**src/atc_ram.sv**
```systemverilog
// generic single write, single read ram with registered read
module atc_ram #(
  parameter int WIDTH = 8,
  parameter int DEPTH = 16
) (
  input  logic                     clk,
  input  logic                     we,
  input  logic [$clog2(DEPTH)-1:0] waddr,
  input  logic [WIDTH-1:0]         wdata,
  input  logic [$clog2(DEPTH)-1:0] raddr,
  output logic [WIDTH-1:0]         rdata
);
  logic [WIDTH-1:0] mem [DEPTH];

  // write port and registered read port
  always_ff @(posedge clk) begin
    if (we) begin
      mem[waddr] <= wdata;
    end
    rdata <= mem[raddr];
  end
endmodule

```
**config.mk**
```make
export PLATFORM = sky130hd
export DESIGN_NAME = atc_ram
export DESIGN_NICKNAME = d
export VERILOG_FILES = /design/src/atc_ram.sv
export SDC_FILE = /design/constraint.sdc
export NUM_CORES = 1
export LEC_CHECK = 0
export ABC_AREA = 1
export BUFFER_PORTS_ARGS = -buffer_cell sky130_fd_sc_hd__buf_2
export CAP_MARGIN = 30
export CORE_AREA = 2 2 180 94
export DETAILED_ROUTE_END_ITERATION = 8
export DIE_AREA = 0 0 182 96
export GPL_TIMING_DRIVEN = 1
export PLACE_DENSITY = 0.53
export SLEW_MARGIN = 20
export SYNTH_ARGS = -nofsm -noshare
export SYNTH_HDL_FRONTEND = slang
export SYNTH_SLANG_ARGS = --single-unit
```
**constraint.sdc**
```tcl
create_clock -name clk -period 1.56 [get_ports clk]
set_input_delay 0.234 -clock clk [delete_from_list [all_inputs] [get_ports clk]]
set_output_delay 0.234 -clock clk [all_outputs]
set_load 0.005 [all_outputs]
```
---- After elaboration in Yosys (flattened, before gate mapping) ----
Memory sizes are Yosys's and may differ from the RTL's. A register that Yosys moved wholly into a read port is not among the register bits.
Cells that the tools add are included.
storage, ports and cells
  memories ................................ 1
  logic and storage cells ................. 3
  register bits ........................... 0
  bits in writable memories ............... 128
  input bits .............................. 18
  output and inout bits ................... 8
operators by class
  muxes and demuxes ....................... 2
memory list
  name  depth  bits a word  read ports  clocked after Yosys merged registers in  write ports  RTL line  RTL
  mem   16     8            1           1                                        1            13        logic [WIDTH-1:0] mem [DEPTH];
operator list
  operator  number
  $mux 1    2

---- Logic depth before layout (Yosys ltp) ----
Gate-level depths: netlist of the first run.
  depth in word-level cells ............... 2
  depth in mapped cells ................... 8
  gate-level depth less buffers ........... 7

---- Worst setup path after synthesis of the first run ----
No wires, ideal clock.
  kind .................................... input to register
  from .................................... input port waddr[2]
  to ...................................... memory mem[10][0], enable pin
  slack ................................... 375 ps
  stages .................................. 2
  arrival time ............................ 815 ps
  buffers on the path ..................... 0
  required time ........................... 1190 ps
  setup time .............................. 370 ps
  cells stage by stage .................... nand3b_1 > nor2_1
RTL lines
  element      RTL line  RTL
  from (decl)  8         input logic [$clog2(DEPTH)-1:0] waddr,
  to (decl)    13
Straight into the memory's write port.

---- Final worst setup path of the first run ----
  from .................................... register rdata[1], read port of mem
  to ...................................... output port rdata[1]
RTL lines
  element      RTL line  RTL
  from (decl)  11        output logic [WIDTH-1:0] rdata
No word-level cell between the ends.

==> impl_metrics.ini, run 1 <==
[sta]
period_share = 0.730
finalMaxSlewViolations = 0
fmax_mhz = 878
timing.setup.tns_ns = 0
worstMarginPinSlew_ns = 0.435
timing.slew.headroom = 0.710
finalHoldViolations = 0
skew_ns = 0.00982
setup_violations = 0
min_period_ns = 1.14
rsz0062_at_grt = false

[run]
cap_viol_max_count = 0

[synthesis]
syn-mean-instance-area_sq_um = 10.5
netlist_area_sq_um = 5770
synth.distinct_cells = 12
syn_nets = 569
ys_warn_count = 0
ys_seq_area_frac = 0.694
ys_ff_latch = 136
syn_inst = 551

[die]
die_x_microns = 182
fp.dieH_microns = 96
start_util = 0.362
io_pins = 26
core_sq_um = 15900
die_area_sq_um = 17500
rows = 33

[drt]
routedWlPerCell_microns = 17.5
drc = 0
postRouteAntennaNets = 0
routed-via-count = 3840
drtIter0Drc = 430
totalWireLength_microns = 14400
viasPerCell = 4.68
drt_first_pass_iters = 6

[cells_and_area]
area_growth_pct = 18.5
antenna_cells = 0
fin_area_sq_um = 6830
drive_gt1_frac = 0.137
nets = 616

[placement]
dp_hpwl_microns = 9200
port_buffers = 25
dpl-instance-area_sq_um = 6230
place_congestion = 0.820

[setup_path]
cp.buffers_inverters = 1
crit_path_top_delay_cell = dfxtp_1
cp.arrival_ns = 0.91
path_delay_family = flip-flops
critPathMaxStageDelay_ns = 0.36
crit_type = reg2out
start_kind = flip-flop
cp_data_required_time_ns = 1.33
crit_chain = buf_2
path_max_fanout = 1
endpoint_kind = output pin

[power]
p_total_mw = 8.75
leakage_nw = 2.94
power.density_nw_per_um2 = 1280
ir_worst_vdd_mv = 0.635

[clock_tree]
insertion_delay_ns = 0.42
clk_pin_slew_worst_paths_ns = 0.06
cts_hold_buf = 0
cts_buffers = 17
cts_buffer_depth = 2
root_buffer = clkbuf_16
cts_tree = built
cts-htree-levels = 4
cts_resized = 0
cts_setup_buffers = 0
cts.sinks = 136

[run_status]
status = finished, final reports clean

[global_route]
grt-ovfl-total = 0
grt_pass1_vias = 3473
grt_usage = 0.176
grt_pass1_wl_microns = 21600
grt_max_degree = 65
antenna_found_initial = 1

[hold_path]
hold_path.class = in2reg
[through the flow]
step / hold WS (ns) / worst slack [ns] / instances / util
floorplan: 0.333 / 0.375 / 551 / -
detailed placement: 0.611 / 0.128 / 789 / 0.391
global route: 0.193 / 0.376 / 821 / 0.429
finish: 0.191 / 0.420 / 821 / 0.429
global placement: 0.613 / 0.154 / 789 / 0.391
CTS: 0.176 / 0.387 / 821 / 0.429
[synthesized netlist by cell type]
| library cell | number | area, sq um |
|---|---|---|
| buf_6 | 6 | 67.6 |
| inv_2 | 2 | 7.51 |
| inv_1 | 100 | 375 |
| nand2_1 | 173 | 649 |
| nor2_1 | 17 | 63.8 |
| nand3b_1 | 2 | 15.0 |
| dfxtp_1 | 8 | 160 |
| edfxtp_1 | 128 | 3840 |
| buf_4 | 4 | 30.0 |
| buf_2 | 13 | 65.1 |
| buf_1 | 1 | 3.75 |
| nand3_1 | 97 | 485 |
[report_power, final]
| group | total (mW) | switching, mW | internal [mW] |
|---|---|---|---|
| sequential | 4.11 | 0.0263 | 4.08 |
| clock | 4.10 | 1.57 | 2.52 |
| combinational | 0.537 | 0.375 | 0.162 |
[kinds of logic after synthesis]
kind of cell           after synthesis  synth area share
DFF                                136             0.694
and+or+nand+nor                    289             0.210
buffers and inverters              126            0.0952
[layout by cell type, fill, tap and decap left out, types with 2 or more instances in the layout]
cell type / count
bufinv_16: 3
inv_2: 2
dfxtp_1: 8
edfxtp_1: 128
nand3b_1: 2
buf_2: 25
clkinv_4: 3
nor2_1: 17
buf_12: 3
nand2_1: 173
inv_6: 2
buf_4: 24
inv_1: 100
clkinvlp_4: 5
nand3_1: 97
clkbuf_16: 17
[worst paths after layout]
path / start / endpoint / slack [ns] / cells after the start
worst max-delay path: rdata[1] / rdata[1] / 0.42 / 1
worst min-delay path: raddr[3] / rdata[5] / 0.19 / 3
worst max register to register: mem[1][0] / rdata[0] / 0.46 / 6
worst min register to register: mem[12][5] / rdata[5] / 0.66 / 6
[layer usage]
layer,up-vias,GRT usage,part of all wire
met5,-,0,0
met4,0,0.0497,0.0091
met3,14,0.0583,0.11
met2,157,0.228,0.39
met1,1796,0.273,0.49
li1,1873,-,-
[state kept, by name, summed over array words and instances (netlist names)]
name   flops
rdata      8
mem      128
[worst min-delay path, stage by stage]
cell and delay [ns]:
buf_2 0.18, nand3_1 0.10, nand2_1 0.04
[cell type report]
class,count,area [sq um]
clock buffer,18,429
clock inverter,14,175
fill,1539,9100
inverter,102,383
multi-input combinational,289,1210
sequential,136,4000
tap,210,263
timing repair buffer,52,365
Power figures use the tool's default switching activity.
==> run 2: changes to the inputs <==
==> constraint.sdc (replaced) <==
create_clock -name clk -period 1.2 [get_ports clk]
set_input_delay 0.18 -clock clk [delete_from_list [all_inputs] [get_ports clk]]
set_output_delay 0.18 -clock clk [all_outputs]
set_load 0.005 [all_outputs]
==> run 2 against run 1 <==
Clock power up 48%. Critical path depth rose by 5. Design area increased by 1.5%. Utilization increased by 0.64 points. Register-to-register slack lost 0.40 ns. Sequential share of layout area is 0.86 points lower. Count of clock-buffer cells in the layout shrank 1. Critical endpoint is now rdata[0]. Highest routed layer unchanged.
==> impl_metrics.ini, run 2 (same netlist as run 1, synthesis figures left out) <==
[run_status]
status = finished, final reports clean

[cells_and_area]
final_common_cell = nand2_1
largest_reg_flops = 128
largest_register = mem
seqCellArea_sq_um = 4000
drive_gt1_frac = 0.139
area_growth_pct = 20.2
fillCellCount = 1542
multi_input_area_sq_um = 1220
layout_common_cells = nand2_1, edfxtp_1, inv_1
antenna_cells = 0
largestRegisters = mem: 128 flops, rdata: 8 flops
nets = 617

[setup_path]
path_max_fanout = 1
cp.arrival_ns = 1.44
critPathMaxStageDelay_ns = 0.37
crit_path_top_delay_cell = edfxtp_1
crit_chain = nand2_1, nand2_1, nand2_1, nand3_1, nand3_1, nand2_1
cp.buffers_inverters = 0
path_delay_family = simple AND/OR/NAND/NOR gates
crit_type = reg2reg
cp_data_required_time_ns = 1.50
cp_common_cell = nand2_1
start_kind = flip-flop
endpoint_kind = flip-flop

[power]
p_int_mw = 9.60
combPwrFrac = 0.058
pwr-share-clk = 0.500
power.density_nw_per_um2 = 1750
ir_worst_vdd_mv = 1.02
leakage_nw = 3.01
p_sw_mw = 2.51
pwr-share-seq = 0.441
swShare = 0.207

[global_route]
antenna_found_initial = 0
grt-ovfl-total = 0
grt_usage = 0.182
grt_pass1_wl_microns = 22500
grt_max_degree = 65
grt_pass1_vias = 3671

[drt]
drt_first_pass_iters = 4
drt-met1-wl_microns = 7760
postRouteAntennaNets = 0
routed-via-count = 3908
routedWlPerCell_microns = 18.0
met2_length_microns = 5730
top_layer_used = met4
drtIter0Drc = 405
wl_met3_microns = 1210
drc = 0
totalWireLength_microns = 14800
viasPerCell = 4.75

[sta]
min_period_ns = 1.14
setup_ws_ns = 0.0596
setup_violations = 0
period_share = 0.950
hold_slack_ns = 0.111
worstMarginPinSlew_ns = 0.442
finalHoldViolations = 0
fmax_mhz = 877
finalMaxSlewViolations = 0
skew_ns = 0.00489
timing.slew.headroom = 0.705
rsz0062_at_grt = false
timing.setup.tns_ns = 0

[placement]
dpl_worst_slack_ns = -0.144
place_congestion = 0.802
port_buffers = 25
dp_hpwl_microns = 9550

[clock_tree]
root_buffer = clkbuf_16
cts-htree-levels = 4
insertion_delay_ns = 0.42
clk_pin_slew_worst_paths_ns = 0.06
cts_tree = built
cts_buffer_depth = 2
cts_buffers = 17
cts.sinks = 136

[run]
cap_viol_max_count = 0

[die]
core_sq_um = 15900
die_x_microns = 182
io_pins = 26
die_area_sq_um = 17500
fp.dieH_microns = 96
rows = 33
start_util = 0.362

[hold_path]
hold_path.class = in2reg
## run 2: cell count changes in the layout (fill, tap and decap cells not counted)
cell,previous run,this run
clkinv_4,3,1
nand3_1,97,96
nand3_2,0,1
inv_6,2,0
clkinv_1,1,3
clkinvlp_4,5,2
clkbuf_1,1,0
bufinv_16,3,7
buf_12,3,4
clkinv_2,0,2
## run 2: cell type report
cell class / instances / share of cell area
well taps: 210 / 0.0379
multi-input cells: 289 / 0.176
inverters: 102 / 0.0552
clock buffers: 17 / 0.0613
repair buffers: 53 / 0.0556
flip-flops and latches: 136 / 0.577
clock inverters: 15 / 0.0368
## run 2: metrics by stage
| step | cells | total power [mW] | utilization | cell area [sq um] |
|---|---|---|---|---|
| 4_1_cts | 822 | 12.2 | 0.435 | 6930 |
| 5_1_grt | 822 | 12.5 | 0.435 | 6930 |
| 6_report | 822 | 12.1 | 0.435 | 6930 |
| 3_3_place_gp | 790 | 6.14 | 0.392 | 6250 |
| 2_1_floorplan | 551 | 5.81 | - | 5770 |
| 3_5_place_dp | 790 | 6.15 | 0.392 | 6250 |
## run 2: final timing paths
path                            depth (start not counted)        to  slack [ns]  startpoint
worst max-delay path                                    6  rdata[0]        0.06  mem[10][0]
worst min-delay path                                    3  rdata[3]        0.11    raddr[3]
worst max register to register                          6  rdata[0]        0.06  mem[10][0]
worst min register to register                          6  rdata[7]        0.69  mem[12][7]
## run 2: per-layer routing
metal,global-route usage,up-vias
met3,0.0571,13
met2,0.244,126
met5,0,-
met1,0.278,1900
met4,0.0531,0
li1,-,1869
## run 2: power by group through the flow
| stage | logic (mW) | registers (mW) | clock network, mW |
|---|---|---|---|
| 2_1_floorplan | 0.375 | 5.44 | 0 |
| 3_3_place_gp | 0.693 | 5.45 | 0 |
| 3_5_place_dp | 0.699 | 5.45 | 0 |
| 4_1_cts | 0.704 | 5.35 | 6.12 |
| 5_1_grt | 0.781 | 5.36 | 6.33 |
| 6_report | 0.707 | 5.35 | 6.06 |
## run 2: worst min-delay path: cells and delay by family
kind,cells,cell delay (ns)
and+or+nand+nor,2,0.15
buffers and inverters,1,0.16
## run 2: timing repair
| action | CTS | global route |
|---|---|---|
| setup buffers | 0 | 0 |
| gates resized for setup | 0 | 1 |
| hold buffers | 0 | 0 |
| hold endpoints to repair | 0 | 0 |
| setup endpoints to repair | 0 | 1 |
==> run 3: changes to the inputs <==
==> constraint.sdc (replaced) <==
create_clock -name clk -period 1.07 [get_ports clk]
set_input_delay 0.1605 -clock clk [delete_from_list [all_inputs] [get_ports clk]]
set_output_delay 0.1605 -clock clk [all_outputs]
set_load 0.005 [all_outputs]
==> run 3 against run 2 <==
Non-clock buffer count rose by 5. Largest power group unchanged. Critical path type is now reg2out. Sequential power rose by 13%. Final cell count rose by 0.61%. Routed wire length rose by 3.0%. Clock skew rose by 0.0015 ns. Combinational power rose by 19%.
==> impl_metrics.ini, run 3 (same netlist as run 1, synthesis figures left out) <==
[run_status]
status = finished, final reports clean

[power]
p_int_mw = 10.1
power.density_nw_per_um2 = 1860
pwr-share-seq = 0.464
swShare = 0.220
p_total_mw = 13.0
p_sw_mw = 2.85
leakage_nw = 3.02
pwr-share-clk = 0.471
ir_worst_vdd_mv = 1.00
combPwrFrac = 0.065

[cells_and_area]
multi_input_area_sq_um = 1270
fillCellCount = 1501
final_common_cell = nand2_1
largest_register = mem
layout_common_cells = nand2_1, edfxtp_1, inv_1
drive_gt1_frac = 0.173
nets = 622
antenna_cells = 0
largest_reg_flops = 128
largestRegisters = mem: 128 flops, rdata: 8 flops
seqCellArea_sq_um = 4010
fin_area_sq_um = 6990
area_growth_pct = 21.2

[clock_tree]
cts_setup_buffers = 0
insertion_delay_ns = 0.42
root_buffer = clkbuf_16
clk_pin_slew_worst_paths_ns = 0.06
cts_hold_buf = 0
cts_buffer_depth = 2
cts_tree = built
cts-htree-levels = 4
cts.sinks = 136
cts_buffers = 17

[setup_path]
path_delay_family = flip-flops
start_kind = flip-flop
cp_data_required_time_ns = 0.91
path_max_fanout = 1
crit_type = reg2out
crit_chain = buf_2
endpoint_kind = output pin
crit_path_top_delay_cell = dfxtp_2
cp.arrival_ns = 0.90
cp.buffers_inverters = 1
critPathMaxStageDelay_ns = 0.36

[sta]
finalHoldViolations = 0
timing.slew.headroom = 0.707
period_share = 0.991
finalMaxSlewViolations = 0
skew_ns = 0.00642
fmax_mhz = 943
setup_ws_ns = 0.00979
worstMarginPinSlew_ns = 0.440
min_period_ns = 1.06
rsz0062_at_grt = true
setup_violations = 0

[die]
io_pins = 26
core_sq_um = 15900
die_area_sq_um = 17500
start_util = 0.362
die_x_microns = 182
fp.dieH_microns = 96
rows = 33

[global_route]
grt_pass1_wl_microns = 22800
grt-ovfl-total = 0
use_met1 = 0.293
grt_pass1_vias = 3613
grt_util_met2 = 0.249
grt-busiest-layer = met1
use_met3 = 0.0515
grt_usage = 0.189
antenna_found_initial = 0
grt_max_degree = 59

[run]
cap_viol_max_count = 0

[drt]
drt_first_pass_iters = 5
postRouteAntennaNets = 0
routedWlPerCell_microns = 18.4
drc = 0
drtIter0Drc = 410
routed-via-count = 3973
viasPerCell = 4.80
totalWireLength_microns = 15200

[placement]
place_congestion = 0.846
port_buffers = 25
dpl_worst_slack_ns = -0.237
dpl-instance-area_sq_um = 6320
dp_hpwl_microns = 10000

[hold_path]
hold_path.class = in2reg
## run 3: changes by cell type in the layout (fill, tap and decap cells not counted), moves of 2 or more
cell | previous run | this run
nor2_1 | 17 | 15
nor2_2 | 0 | 2
dfxtp_1 | 8 | 1
bufinv_16 | 7 | 4
dfxtp_2 | 0 | 7
nand3_1 | 96 | 87
clkinv_4 | 1 | 3
buf_4 | 24 | 27
buf_12 | 4 | 6
clkbuf_1 | 0 | 2
nand3_2 | 1 | 10
## run 3: worst paths after layout
kind | start | endpoint | slack, ns | cells past startpoint
worst max-delay path | rdata[1] | rdata[1] | 0.01 | 1
worst max register to register | mem[7][1] | rdata[1] | 0.05 | 6
worst min-delay path | raddr[3] | rdata[5] | 0.1 | 3
worst min register to register | mem[12][5] | rdata[5] | 0.67 | 6
## run 3: timing repair
| action | 4_1_cts | 5_1_grt |
|---|---|---|
| pin swaps | 0 | 1 |
| gates resized for setup | 7 | 10 |
| endpoints found under the hold margin | 0 | 0 |
| setup endpoints to repair | 7 | 11 |
## run 3: cell type report
| class | instances | share of cell area |
|---|---|---|
| sequential | 136 | 0.574 |
| multi-input combinational | 289 | 0.182 |
| timing repair buffer | 58 | 0.0641 |
| clock buffer | 19 | 0.0620 |
| inverter | 102 | 0.0548 |
| tap | 210 | 0.0376 |
| clock inverter | 13 | 0.0256 |
## run 3: metal layers
| layer | up-vias | share of wire |
|---|---|---|
| met4 | 0 | 0.010 |
| met3 | 16 | 0.078 |
| li1 | 1882 | - |
| met2 | 158 | 0.38 |
| met5 | - | 0 |
| met1 | 1917 | 0.53 |
## run 3: through the flow
stage	instances	setup TNS [ns]	util	hold WS, ns
floorplan	551	-3.33	-	0.259
global placement	795	-9.89	0.396	0.539
detailed placement	795	-11.01	0.396	0.545
CTS	827	-0.00270	0.435	0.0866
global route	827	-0.0318	0.438	0.0974
finish	827	0	0.438	0.0990
## run 3: power by group through the flow
stage	Combinational (mW)	Sequential [mW]	Clock, mW
6_report	0.844	6.02	6.10
5_1_grt	0.928	6.02	6.44
4_1_cts	0.830	6.01	6.19
3_5_place_dp	0.824	6.12	0
3_3_place_gp	0.807	6.12	0
2_1_floorplan	0.422	6.10	0
