### src/atc_pkg.sv
// shared types, constants and the acceptance table for the annealing coloring step
package atc_pkg;

  localparam int VERTEX_COUNT = 4096;
  localparam int VERTEX_BITS  = $clog2(VERTEX_COUNT);
  localparam int MAX_DEGREE   = 64;
  localparam int DEG_BITS     = $clog2(MAX_DEGREE);
  localparam int CNT_BITS     = DEG_BITS + 1;
  localparam int WEIGHT_BITS  = 16;
  localparam int SUM_BITS     = WEIGHT_BITS + DEG_BITS;
  localparam int ERR_BITS     = 34;
  localparam int TEMP_BITS    = 24;
  localparam int RND_BITS     = 16;
  localparam int EXP_ENTRIES  = 256;
  localparam int Q_BITS       = $clog2(EXP_ENTRIES);
  localparam int NUM_BITS     = SUM_BITS + 12;
  localparam int EDGE_ADDR_BITS = VERTEX_BITS + DEG_BITS;
  localparam logic [63:0] EXP_STEP_Q60 = 64'd1083069521826238951;

  // opcodes
  localparam logic [1:0] OP_FORCE   = 2'd0;
  localparam logic [1:0] OP_LINK    = 2'd1;
  localparam logic [1:0] OP_PROPOSE = 2'd2;

  // status codes
  localparam logic [1:0] ST_APPLIED  = 2'd0;
  localparam logic [1:0] ST_REJECTED = 2'd1;
  localparam logic [1:0] ST_BAD      = 2'd2;
  localparam logic [1:0] ST_FULL     = 2'd3;

  localparam logic [1:0] COLOR_INVALID = 2'd3;

  typedef struct packed {
    logic [1:0]             opcode;
    logic [VERTEX_BITS-1:0] vertex;
    logic [VERTEX_BITS-1:0] other_vertex;
    logic [1:0]             new_color;
    logic [15:0]            weight;
    logic [TEMP_BITS-1:0]   temperature;
    logic [RND_BITS-1:0]    random_value;
  } req_t;

  typedef struct packed {
    logic [1:0]          status;
    logic [ERR_BITS-1:0] total_error;
    logic [6:0]          moved_degree;
  } rsp_t;

  // one row per vertex: color, degree and neighbor weight per color
  typedef struct packed {
    logic [1:0]                color;
    logic [CNT_BITS-1:0]       count;
    logic [2:0][SUM_BITS-1:0]  sum;
  } row_t;

  typedef struct packed {
    logic [VERTEX_BITS-1:0] peer;
    logic [WEIGHT_BITS-1:0] wt;
  } edge_t;

  // acceptance unit request and response
  typedef struct packed {
    logic                 start;
    logic [SUM_BITS-1:0]  delta;
    logic [TEMP_BITS-1:0] temp;
    logic [RND_BITS-1:0]  rnd;
  } acc_req_t;

  typedef struct packed {
    logic done;
    logic take;
  } acc_rsp_t;

  typedef logic [15:0] accept_table_t [EXP_ENTRIES];

  // exp(-q/16) table built at elaboration from Q0.60 products
  function automatic accept_table_t build_accept_table();
    accept_table_t t;
    logic [63:0]  v;
    logic [127:0] p;
    logic [63:0]  w;
    logic [63:0]  r;
    v = 64'd1 << 60;
    for (int q = 0; q < EXP_ENTRIES; q++) begin
      w = v >> 12;
      r = (64'd65535 * w + (64'd1 << 47)) >> 48;
      t[q] = r[15:0];
      p = {64'd0, v} * {64'd0, EXP_STEP_Q60};
      v = p[123:60];
    end
    return t;
  endfunction

  localparam accept_table_t ACCEPT_TABLE = build_accept_table();

  function automatic logic [SUM_BITS-1:0] get_sum(row_t r, logic [1:0] c);
    logic [SUM_BITS-1:0] s;
    case (c)
      2'd0:    s = r.sum[0];
      2'd1:    s = r.sum[1];
      2'd2:    s = r.sum[2];
      default: s = '0;
    endcase
    return s;
  endfunction

  function automatic row_t add_sum(row_t r, logic [1:0] c, logic [SUM_BITS-1:0] d);
    row_t o;
    o = r;
    case (c)
      2'd0:    o.sum[0] = r.sum[0] + d;
      2'd1:    o.sum[1] = r.sum[1] + d;
      2'd2:    o.sum[2] = r.sum[2] + d;
      default: o = r;
    endcase
    return o;
  endfunction

endpackage

### src/atc_accept.sv
// metropolis acceptance unit: restoring division one quotient bit a cycle, then table compare
module atc_accept import atc_pkg::*; (
  input  logic     clk,
  input  logic     rst,
  input  acc_req_t req,
  output acc_rsp_t rsp
);
  logic                  busy;
  logic                  lookup;
  logic [3:0]            step;
  logic [NUM_BITS-1:0]   rem;
  logic [NUM_BITS-1:0]   dsh;
  logic [Q_BITS-1:0]     q;
  logic                  ge;

  assign ge = rem >= dsh;

  // one compare and subtract per cycle, first step tests q >= 256
  always_ff @(posedge clk) begin
    if (rst) begin
      busy   <= 1'b0;
      lookup <= 1'b0;
      rsp    <= '0;
    end else begin
      if (req.start) begin
        busy     <= 1'b1;
        lookup   <= 1'b0;
        step     <= 4'd8;
        rem      <= {req.delta, 12'd0};
        dsh      <= NUM_BITS'({req.temp, 8'd0});
        q        <= '0;
        rsp.done <= 1'b0;
      end else if (lookup) begin
        lookup   <= 1'b0;
        busy     <= 1'b0;
        rsp.done <= 1'b1;
        rsp.take <= req.rnd < ACCEPT_TABLE[q];
      end else if (busy) begin
        dsh <= dsh >> 1;
        if (step == 4'd8) begin
          rsp.done <= ge;
          if (ge) begin
            busy     <= 1'b0;
            rsp.take <= 1'b0;
          end
        end else begin
          rsp.done <= 1'b0;
          if (ge) begin
            rem <= rem - dsh;
          end
          q <= {q[Q_BITS-2:0], ge};
          if (step == 4'd0) begin
            lookup <= 1'b1;
          end
        end
        step <= step - 4'd1;
      end else begin
        rsp.done <= 1'b0;
      end
    end
  end

  // only the start pulse launches work
  assert property (@(posedge clk) disable iff (rst) req.start |=> busy)
    else $error("acceptance unit did not start");
  assert property (@(posedge clk) disable iff (rst) rsp.done |-> !busy)
    else $error("acceptance unit done while busy");
endmodule

### config.mk
export PLATFORM = sky130hd
export DESIGN_NAME = atc_accept
export DESIGN_NICKNAME = d
export VERILOG_FILES = /design/src/atc_pkg.sv /design/src/atc_accept.sv
export SDC_FILE = /design/constraint.sdc
export NUM_CORES = 1
export LEC_CHECK = 0
export BUFFER_PORTS_ARGS = -buffer_cell sky130_fd_sc_hd__buf_2
export CAP_MARGIN = 5
export CORE_MARGIN = 2
export CORE_UTILIZATION = 30
export DETAILED_ROUTE_END_ITERATION = 10
export GPL_ROUTABILITY_DRIVEN = 0
export PLACE_DENSITY = 0.45
export SLEW_MARGIN = 10
export SYNTH_ARGS = -nofsm -noshare
export SYNTH_HDL_FRONTEND = slang
export SYNTH_SLANG_ARGS = --single-unit
### constraint.sdc
create_clock -name clk -period 4.7 [get_ports clk]
set_clock_uncertainty 0.15 [all_clocks]
set_input_delay 0.94 -clock clk [delete_from_list [all_inputs] [get_ports clk]]
set_output_delay 0.94 -clock clk [all_outputs]
set_load 0.05 [all_outputs]
Word-level counts from Yosys, hierarchy flattened:

Memories as Yosys holds them, arrays and structs flattened.
Index checks and enable logic that the tools add are counted.

* bits in registers: 84
* memory bits (read-only): 4096
* input bits: 65
* logic and storage cells: 62
* memories kept: 1

Memory list
* (no name shown): words 256, width 16, rd ports 1, clocked after Yosys merged registers in 0, wr ports 0, line atc_accept.sv:37 `rsp.take <= req.rnd < ACCEPT_TABLE[q];`

* $add $sub $neg: 2
* $lt $le $gt $ge: 3
* eq/ne operators: 3
* muxes and demuxes: 27
* bitwise operators: 4
* reduce and logical (&&, ||, !) cells: 12

Operators by type and width (number)
* 34-bit 2-to-1 mux: 7
* 34-bit greater-or-equal comparator: 1
* 34-bit subtractor: 1
* 16-bit 2-to-1 mux: 2
* 32-bit 2-to-1 mux: 1
* 8-bit 2-to-1 mux: 3
* 16-bit < comparator: 1
* 1-bit 2-to-1 mux: 11
* 2-bit nonzero test: 5
* 9-bit greater-or-equal comparator, second input constant: 1
* 8-bit NOT with 9-bit output: 1
* 4-bit 2-to-1 mux: 2
* 4-bit AND reduction: 2
* 5-bit AND reduction: 1
* 5-bit OR reduction: 1
* 4-bit equality test, second input constant: 1
* 4-bit logical NOT: 1
* 2-bit inequality test, second input constant: 2
* 4-bit by 1-bit subtractor with 4-bit output, second input constant: 1
* 1-bit NOT: 3
* 3-bit AND reduction: 1
* 2-bit 2-to-1 mux: 1
* 2-bit OR reduction: 1

Depth between registers and ports, before layout:

Gate-level depths: netlist of run 1.

* depth in word-level cells: 6
* gate-level depth with buffers: 20

Worst setup path after synthesis of run 1:

OpenSTA, ideal clock, no wires.

* path type: reg2reg
* from: register q[0]
* to: register rsp[0] (netlist name)
* library setup time: 0.124 ns
* arrival: 3.583 ns
* data required time: 4.426 ns
* path slack: 0.843 ns
* cell stages (with the launch flop): 20
* clock period less this slack: 3.857 ns
* cells stage by stage: edfxtp_1 -> clkbuf_1 -> inv_1 -> ha_1 -> clkbuf_1 -> nor2_1 -> nor3_1 -> a21oi_1 -> mux4_2 -> nor2_1 -> a311oi_1 -> a41oi_1 -> ha_1 -> a21o_1 -> a21o_1 -> a21oi_1 -> or4_1 -> o211a_1 -> o21ai_0 -> mux2i_1

* longest elaborated chain between the ends: 6

RTL lines
* start, declared: line atc_accept.sv:13 `logic [Q_BITS-1:0] q;`
* start signal, assigned: line atc_accept.sv:51 `q <= {q[Q_BITS-2:0], ge};`
* 8-bit NOT with 9-bit output (implied by the code): line atc_accept.sv:37
* memory read 256 x 16 bit
* 16-bit 2-to-1 mux (implied by the code) (2 in a row): line atc_accept.sv:37
* 16-bit < comparator: line atc_accept.sv:37
* 2-bit 2-to-1 mux: line atc_accept.sv:33 `end else if (lookup) begin`
* end, declared: line atc_accept.sv:6 `output acc_rsp_t rsp`

Every way passes these cells. The select of a mux whose other input is x is not followed.
A chain may end at the register's enable or synchronous reset.

Worst setup path after layout of run 1:

Same ends and word-level chain as after synthesis.

==> results of run 1 <==
## report_power, final
group          switching, W  internal (W)  leakage, nW
Sequential        0.0000314      0.000882        0.784
Clock              0.000312      0.000363        0.131
Combinational      0.000561      0.000367         2.60
## final timing paths
kind | startpoint | endpoint | slack [ns] | cells past startpoint
setup / recovery | q[0] | rsp[0] | 0.63 | 17
hold / removal | rsp[0] | rsp[0] | 0.34 | 2
setup reg to reg | q[0] | rsp[0] | 0.63 | 17
hold reg to reg | rsp[0] | rsp[0] | 0.34 | 2
## state kept, by name (all words and copies together), names as in the netlist
signal	cells
step	4
busy	1
lookup	1
dsh	32
q	8
rsp	2
rem	34
## routing by layer
layer | vias to the layer above | share of wire | wire length [um] | global-route usage
met3 | 46 | 0.056 | 1350 | 0.0284
met2 | 219 | 0.46 | 11100 | 0.276
met1 | 3439 | 0.45 | 10800 | 0.230
met5 | - | 0 | 0 | 0
met4 | 0 | 0.030 | 725 | 0.0643
li1 | 3666 | - | - | -
## Yosys cell counts, types with 15 or more instances
cell type / instances
sky130_fd_sc_hd__inv_1: 59
sky130_fd_sc_hd__nand2_1: 116
sky130_fd_sc_hd__xnor2_1: 17
sky130_fd_sc_hd__a211oi_1: 15
sky130_fd_sc_hd__o21ai_0: 99
sky130_fd_sc_hd__clkbuf_1: 41
sky130_fd_sc_hd__nor3_1: 23
sky130_fd_sc_hd__o211ai_1: 22
sky130_fd_sc_hd__nand2b_1: 18
sky130_fd_sc_hd__a21oi_1: 74
sky130_fd_sc_hd__nand3_1: 17
sky130_fd_sc_hd__ha_1: 62
sky130_fd_sc_hd__nor2_1: 94
sky130_fd_sc_hd__edfxtp_1: 78
## layout by cell type (no fill, tap or decap), types with 9 or more instances in the layout
| cell | count |
|---|---|
| sky130_fd_sc_hd__nand2_1 | 116 |
| sky130_fd_sc_hd__xor2_1 | 9 |
| sky130_fd_sc_hd__clkbuf_16 | 9 |
| sky130_fd_sc_hd__a21oi_1 | 74 |
| sky130_fd_sc_hd__a31oi_1 | 12 |
| sky130_fd_sc_hd__o21ai_0 | 99 |
| sky130_fd_sc_hd__nand3_1 | 17 |
| sky130_fd_sc_hd__nor2_1 | 94 |
| sky130_fd_sc_hd__o21a_1 | 9 |
| sky130_fd_sc_hd__inv_1 | 59 |
| sky130_fd_sc_hd__nor3_1 | 23 |
| sky130_fd_sc_hd__a311oi_1 | 9 |
| sky130_fd_sc_hd__a21o_1 | 11 |
| sky130_fd_sc_hd__nor2b_1 | 14 |
| sky130_fd_sc_hd__ha_1 | 62 |
| sky130_fd_sc_hd__a211oi_1 | 15 |
| sky130_fd_sc_hd__buf_4 | 16 |
| sky130_fd_sc_hd__nand2b_1 | 18 |
| sky130_fd_sc_hd__nand4_1 | 12 |
| sky130_fd_sc_hd__xnor2_1 | 17 |
| sky130_fd_sc_hd__o211ai_1 | 22 |
| sky130_fd_sc_hd__buf_2 | 65 |
| sky130_fd_sc_hd__edfxtp_1 | 78 |
## area by class of cell
cell class | instances | area (um^2)
timing repair buffer | 84 | 505
sequential | 82 | 2420
tap | 335 | 419
multi-input combinational | 774 | 5040
fill | 2774 | 17200
inverter | 59 | 221
clock buffer | 11 | 233
clock inverter | 5 | 38.8
## kinds of logic after synthesis
family / Yosys count / share of synthesized area
and+or+nand+nor: 340 / 0.197
AOI/OAI and AO/OA: 326 / 0.270
DFF: 82 / 0.303
xor gates and xnor gates: 26 / 0.0285
adders and majority gates: 64 / 0.101
buffers and inverters: 126 / 0.0655
muxes: 18 / 0.0343
## stage by stage
| step | util | power (W) |
|---|---|---|
| 3_3_place_gp | 0.330 | 0.00186 |
| 3_5_place_dp | 0.330 | 0.00185 |
| 5_1_grt | 0.340 | 0.00268 |
| 4_1_cts | 0.340 | 0.00254 |
| 6_report | 0.340 | 0.00252 |
| 2_1_floorplan | - | 0.00161 |
## worst max-delay path: cells and delay by family (launching register included)
| family | cells | cell delay (ns) |
|---|---|---|
| simple gates | 5 | 0.98 |
| compound gates | 6 | 0.95 |
| fa+ha+maj | 2 | 0.77 |
| buf+inv | 2 | 0.42 |
| flops | 1 | 0.35 |
| mux | 2 | 0.32 |
==> results.txt, run 1 <==
----------------------------------------------------
[Floorplanning]
  Die width ... 167 um
  Core Rows ... 59
  Die Height ... 167 um
  Effective utilization at floorplan ... 0.306
  Die area ... 0.0280 mm^2
  I/O pins ... 67
  Core Box Area ... 0.0261 mm^2

[Clock tree]
  Count of instances resized after the clock tree is built ... 0
  CTS H-Tree Depth ... 3
  Clock latency on the worst-skew pair ... 0.35 ns
  Maximum buffer depth of the clock tree ... 2
  Clock tree from TritonCTS ... yes
  Clock-pin transition on the worst setup and hold timing paths ... 0.06 ns
  Clock buffer count from CTS ... 9
  Hold_buf cts ... 0
  TritonCTS sink count ... 82
  Cell at the root of the clock tree ... sky130_fd_sc_hd__clkbuf_16
  Postcts setup bufs ... 0

[Detailed routing]
  Post-route DRC violation count ... 4
  First DRT Iteration DRCs ... 651
  Total via count after detailed routing ... 7370
  Number of iterations in the first detailed-routing pass ... 10
  Routed WL per cell ... 17.8 um
  Number of vias per cell after detailed routing ... 5.46
  Antenna viol nets, final ... 0
  Final routed wirelength across all metal layers ... 24000 um

[Synth]
  Share of synthesized registers carrying an async set or reset ... 0
  Biggest area contributors in the synthesized netlist ... sky130_fd_sc_hd__edfxtp_1 29%, sky130_fd_sc_hd__ha_1 9.7%, sky130_fd_sc_hd__o21ai_0 6.2%
  Distinct cells, synth ... 77
  Mean instance size in the synthesized netlist ... 8.14 um^2
  Number of flops mapped to enable cells by yosys ... 78
  Prevailing post-synth register cell ... sky130_fd_sc_hd__edfxtp_1
  Synthesized netlist cell count ... 982
  Post-Synthesis Net Count ... 1110
  Fraction of post-synthesis cell area in the top cell type by area ... 0.293
  Netlist area before placement ... 0.00799 mm^2
  Sequential-to-total area share from yosys stat ... 0.303
  Yosys warning total ... 0
  Cell type contributing the most total cell area after synthesis ... sky130_fd_sc_hd__edfxtp_1
  Synthesis-stage register bit count ... 82

[STA]
  Relative slew slack ... 0.348
  Unrepaired setup endpoints after global routing ... no
  Setup TNS ... 0 ns
  Hold Fails Final Rpt ... 0
  Final setup margin ... 0.627 ns
  Final setup violation count ... 0
  Worst hold margin ... 0.342 ns
  Worst Max-Slew Pin Slew ... 0.978 ns
  Fin. max-slew vios ... 0
  Maximum achievable frequency ... 246 MHz
  Final critical delay including setup and external delays ... 4.07 ns
  Final Cycle Share ... 0.866

[Run status]
  Violations in the final reports ... DRC
  Status ... finished with violations

[Final layout]
  Post-synthesis to final-layout area growth ... 11.2%
  Ant diodes ... 0
  Final Instance Area ... 0.00888 mm^2
  Fraction of final layout cells sized beyond drive strength 1 ... 0.135
  Cell Count, Final, Fillers Out ... 1350
  # nets final ... 1138

[Setup path]
  Kind of end point of the critical path ... register
  Setup Crit Path Kind ... register to register
  CP required ... 4.77 ns
  Crit Path Max Fanout ... 14
  Largest stage delay, worst path ... 0.45 ns
  Cell Chain, Critical Path ... buf_4 -> inv_1 -> ha_1 -> nor2_1 -> nor3_1 -> a21oi_1 -> mux4_2 -> nor2_1 -> a311oi_1 -> a41oi_1 -> ha_1 -> nand4_1 -> nor4_1 -> a21oi_1 -> o211a_1 -> o21ai_0 -> mux2i_1
  Worst setup SP type ... register
  Max stage delay cell, worst path ... sky130_fd_sc_hd__ha_1
  Worst path arrival time ... 4.15 ns

[GRT]
  Remaining global-route overflow ... 0
  All-layer global routing usage ... 0.171
  Maximum number of pins on one net before global-route repair ... 105
  Wire length of the first global-routing pass ... 38500 um
  Number of antenna violations at the first check in global routing ... 0
  Vias in the first global route ... 7093

[Placement]
  Area of placed instances ... 0.00861 mm^2
  Dpl cells ... 1334
  Count of port buffers added during placement ... 66
  Worst-case setup slack after placement ... 0.648 ns
  Half-perimeter wire length of the detailed placement result ... 17900 um

[Pwr]
  Lkg Pwr ... 3.51 nW
  Worst vdd rail ir drop ... 0.153 mV
  Pwr/cell area ... 283 mW/mm^2

[Flow run]
  Max cap viols ... 0

[Min path]
  Hold Path Class ... register to register

----------------------------------------------------
No activity file was read; power rests on OpenSTA's default activity.
==> run 2: changes to the inputs <==
--- a/config.mk
+++ b/config.mk
@@ -5,6 +5,7 @@
 export SDC_FILE = /design/constraint.sdc
 export NUM_CORES = 1
 export LEC_CHECK = 0
+export ABC_AREA = 1
 export BUFFER_PORTS_ARGS = -buffer_cell sky130_fd_sc_hd__buf_2
 export CAP_MARGIN = 5
 export CORE_MARGIN = 2
==> results.txt, run 2 <==
----------------------------------------------------
[Min path]
  Startpoint of the most critical hold path ... lookup
  Hold Path Class ... register to register
  Worst hold path cell count ... 2
  Destination of the worst hold path ... rsp[1]

[GRT]
  Number of antenna violations at the first check in global routing ... 0
  All-layer global routing usage ... 0.204
  Vias in the first global route ... 7891
  Remaining global-route overflow ... 0
  Maximum number of pins on one net before global-route repair ... 93
  Wire length of the first global-routing pass ... 42400 um

[Final layout]
  Leading registers by flop count ... rem x34, dsh x32, q x8
  Most common cell after layout, fill and taps aside ... sky130_fd_sc_hd__nand2_1
  Most frequent cells in the layout ... 274 x sky130_fd_sc_hd__nand2_1, 138 x sky130_fd_sc_hd__nor2_1, 130 x sky130_fd_sc_hd__inv_1, 93 x sky130_fd_sc_hd__o21ai_0
  Post-layout util ... 0.346
  Ant diodes ... 0
  # nets final ... 1292
  Flip-flop count of the largest register, all copies and words added ... 34
  Fraction of final layout cells sized beyond drive strength 1 ... 0.102
  Final Instance Area ... 0.00869 mm^2
  Post-synthesis to final-layout area growth ... 13.3%
  Layout fillers ... 2802
  Biggest register ... rem

[Pwr]
  PnR Total Power ... 0.00253 W
  Pwr/cell area ... 291 mW/mm^2
  Worst vdd rail ir drop ... 0.171 mV
  Lkg Pwr ... 3.93 nW

[Setup path]
  Length in cells of the worst reg-to-reg path ... 18
  Worst R2R Setup Slack ... 0.97 ns
  Buffers plus inverters on the worst setup path ... 3
  Worst reg2reg path endpoint ... rsp[0]
  CP required ... 4.84 ns
  Setup Crit Path Kind ... register to register
  Worst setup SP type ... register
  Reg-to-reg startpoint ... q[1]
  Largest stage delay, worst path ... 0.55 ns
  Critical path's top delay family ... compound AO/OA/AOI/OAI gates
  Crit Path Max Fanout ... 14
  Max stage delay cell, worst path ... sky130_fd_sc_hd__edfxtp_1
  CP dominant cell by count ... sky130_fd_sc_hd__nand2_1
  Worst path arrival time ... 3.87 ns
  Cell Chain, Critical Path ... inv_1 -> ha_1 -> nand2_1 -> inv_1 -> o21ai_0 -> o211ai_1 -> o21ai_0 -> a21oi_1 -> a32o_1 -> inv_1 -> ha_1 -> a21oi_1 -> nor2_1 -> a211oi_1 -> nand2_1 -> nand2_1 -> nand2_1 -> a21oi_2
  Kind of end point of the critical path ... register

[Synth]
  Prevailing post-synth register cell ... sky130_fd_sc_hd__edfxtp_1
  Combinational family with the most area after synthesis ... simple AND/OR/NAND/NOR gates
  Most frequent cell after synthesis ... sky130_fd_sc_hd__nand2_1
  Synth Area in Compound Gates ... 0.205
  Sequential-to-total area share from yosys stat ... 0.316
  Biggest area contributors in the synthesized netlist ... sky130_fd_sc_hd__edfxtp_1 31%, sky130_fd_sc_hd__nand2_1 13%, sky130_fd_sc_hd__ha_1 10%
  Cell type contributing the most total cell area after synthesis ... sky130_fd_sc_hd__edfxtp_1
  Share of synthesized registers carrying an async set or reset ... 0
  Post-Synth Adder-Cell Area ... 0.104
  Share of synthesized area spent on multiplexers ... 0
  Netlist area before placement ... 0.00767 mm^2
  Distinct cells, synth ... 55
  Mean instance size in the synthesized netlist ... 6.92 um^2
  Simple-gate area share of the yosys netlist ... 0.284
  Xor and xnor fraction of the mapped netlist area ... 0.00457
  Leading cell types by count after synthesis ... 274 x sky130_fd_sc_hd__nand2_1, 138 x sky130_fd_sc_hd__nor2_1, 130 x sky130_fd_sc_hd__inv_1
  Post-Synthesis Net Count ... 1236
  Yosys warning total ... 0
  Synthesized netlist cell count ... 1108
  Synthesis-stage register bit count ... 82
  Number of flops mapped to enable cells by yosys ... 78
  Fraction of post-synthesis cell area in the top cell type by area ... 0.305

[Detailed routing]
  Total via count after detailed routing ... 7983
  Routed WL per cell ... 17.8 um
  First DRT Iteration DRCs ... 771
  Final routed wirelength across all metal layers ... 26600 um
  Number of iterations in the first detailed-routing pass ... 6
  Post-route DRC violation count ... 0
  Antenna viol nets, final ... 0
  Number of vias per cell after detailed routing ... 5.33

[STA]
  Final critical delay including setup and external delays ... 3.73 ns
  Hold Fails Final Rpt ... 0
  Relative slew slack ... 0.266
  Unrepaired setup endpoints after global routing ... no
  Worst Max-Slew Pin Slew ... 1.10 ns
  Final Cycle Share ... 0.794
  Final setup violation count ... 0
  Setup TNS ... 0 ns
  Maximum achievable frequency ... 268 MHz
  Fin. max-slew vios ... 0

[Floorplanning]
  I/O pins ... 67
  Die area ... 0.0269 mm^2
  Core Rows ... 58
  Core Box Area ... 0.0251 mm^2
  Die width ... 164 um
  Effective utilization at floorplan ... 0.305
  Die Height ... 164 um

[Clock tree]
  Clock latency on the worst-skew pair ... 0.35 ns
  Hold_buf cts ... 0
  Count of instances resized after the clock tree is built ... 0
  Postcts setup bufs ... 0
  Cell at the root of the clock tree ... sky130_fd_sc_hd__clkbuf_16
  TritonCTS sink count ... 82
  CTS H-Tree Depth ... 3
  Clock buffer count from CTS ... 9
  Maximum buffer depth of the clock tree ... 2
  Clock tree from TritonCTS ... yes
  Clock-pin transition on the worst setup and hold timing paths ... 0.07 ns

[Flow run]
  Max cap viols ... 0

[Placement]
  Count of port buffers added during placement ... 66
  Half-perimeter wire length of the detailed placement result ... 20100 um
  Area of placed instances ... 0.00838 mm^2

[Run status]
  Status ... finished, final reports clean

----------------------------------------------------
==> run 2: changes by cell type after synthesis, moves of 14 or more <==
cell | previous run | this run
sky130_fd_sc_hd__clkbuf_1 | 41 | 21
sky130_fd_sc_hd__inv_1 | 59 | 130
sky130_fd_sc_hd__nand2_1 | 116 | 274
sky130_fd_sc_hd__nand2b_1 | 18 | 0
sky130_fd_sc_hd__nand3_1 | 17 | 59
sky130_fd_sc_hd__nor2_1 | 94 | 138
sky130_fd_sc_hd__nor2b_1 | 14 | 0
sky130_fd_sc_hd__xnor2_1 | 17 | 0
==> run 2: cell families after synthesis <==
| group | count (synthesis) |
|---|---|
| adders and majority gates | 63 |
| AOI/OAI and AO/OA | 264 |
| DFF | 82 |
| xor gates and xnor gates | 4 |
| and+or+nand+nor | 524 |
| buffers and inverters | 171 |
==> run 2: per-layer routing <==
metal,up-vias,GRT usage,part of all wire
met5,-,0,0
met4,0,0.106,0.050
li1,3906,-,-
met2,374,0.353,0.48
met1,3596,0.246,0.40
met3,107,0.0303,0.065
==> run 2: cell type report <==
type	instances	area, um^2	area share
clock buffer	11	233	0.0268
inverter	135	507	0.0583
tap	330	413	0.0475
clock inverter	5	78.8	0.00907
multi-input combinational	855	4590	0.528
timing repair buffer	81	445	0.0513
sequential	82	2420	0.279
==> run 2: metrics by stage <==
| step | worst slack [ns] | cells | hold WS, ns |
|---|---|---|---|
| 2_1_floorplan | 0.499 | 1108 | 0.308 |
| 3_3_place_gp | 1.13 | 1483 | 0.344 |
| 3_5_place_dp | 1.08 | 1483 | 0.339 |
| 4_1_cts | 1.04 | 1499 | 0.350 |
| 5_1_grt | 0.693 | 1499 | 0.389 |
| 6_report | 0.967 | 1499 | 0.346 |
==> run 2: tightest hold or removal path: cells and delay by family (launching register included) <==
| kind | cells | cell delay [ns] |
|---|---|---|
| buffers and inverters | 1 | 0.07 |
| flip-flops | 1 | 0.33 |
| AO/OA/AOI/OAI | 1 | 0.06 |
==> run 2: worst max path at each step <==
stage | startpoint | to | slack, ns | cells after the start
global route | q[1] | rsp[0] | 0.69 | 18
CTS | q[1] | rsp[0] | 1.04 | 15
detailed placement | q[1] | rsp[0] | 1.08 | 18
global placement | q[1] | rsp[0] | 1.13 | 15
finish | q[1] | rsp[0] | 0.97 | 18
floorplan | req[62] | rem[0] | 0.50 | 6
==> run 2: where the power goes <==
part	total (W)	internal, W	switching, W
Combinational	0.000862	0.000284	0.000578
Sequential	0.000906	0.000878	0.0000286
Clock	0.000764	0.000464	0.000299
Total	0.00253	0.00163	0.000906
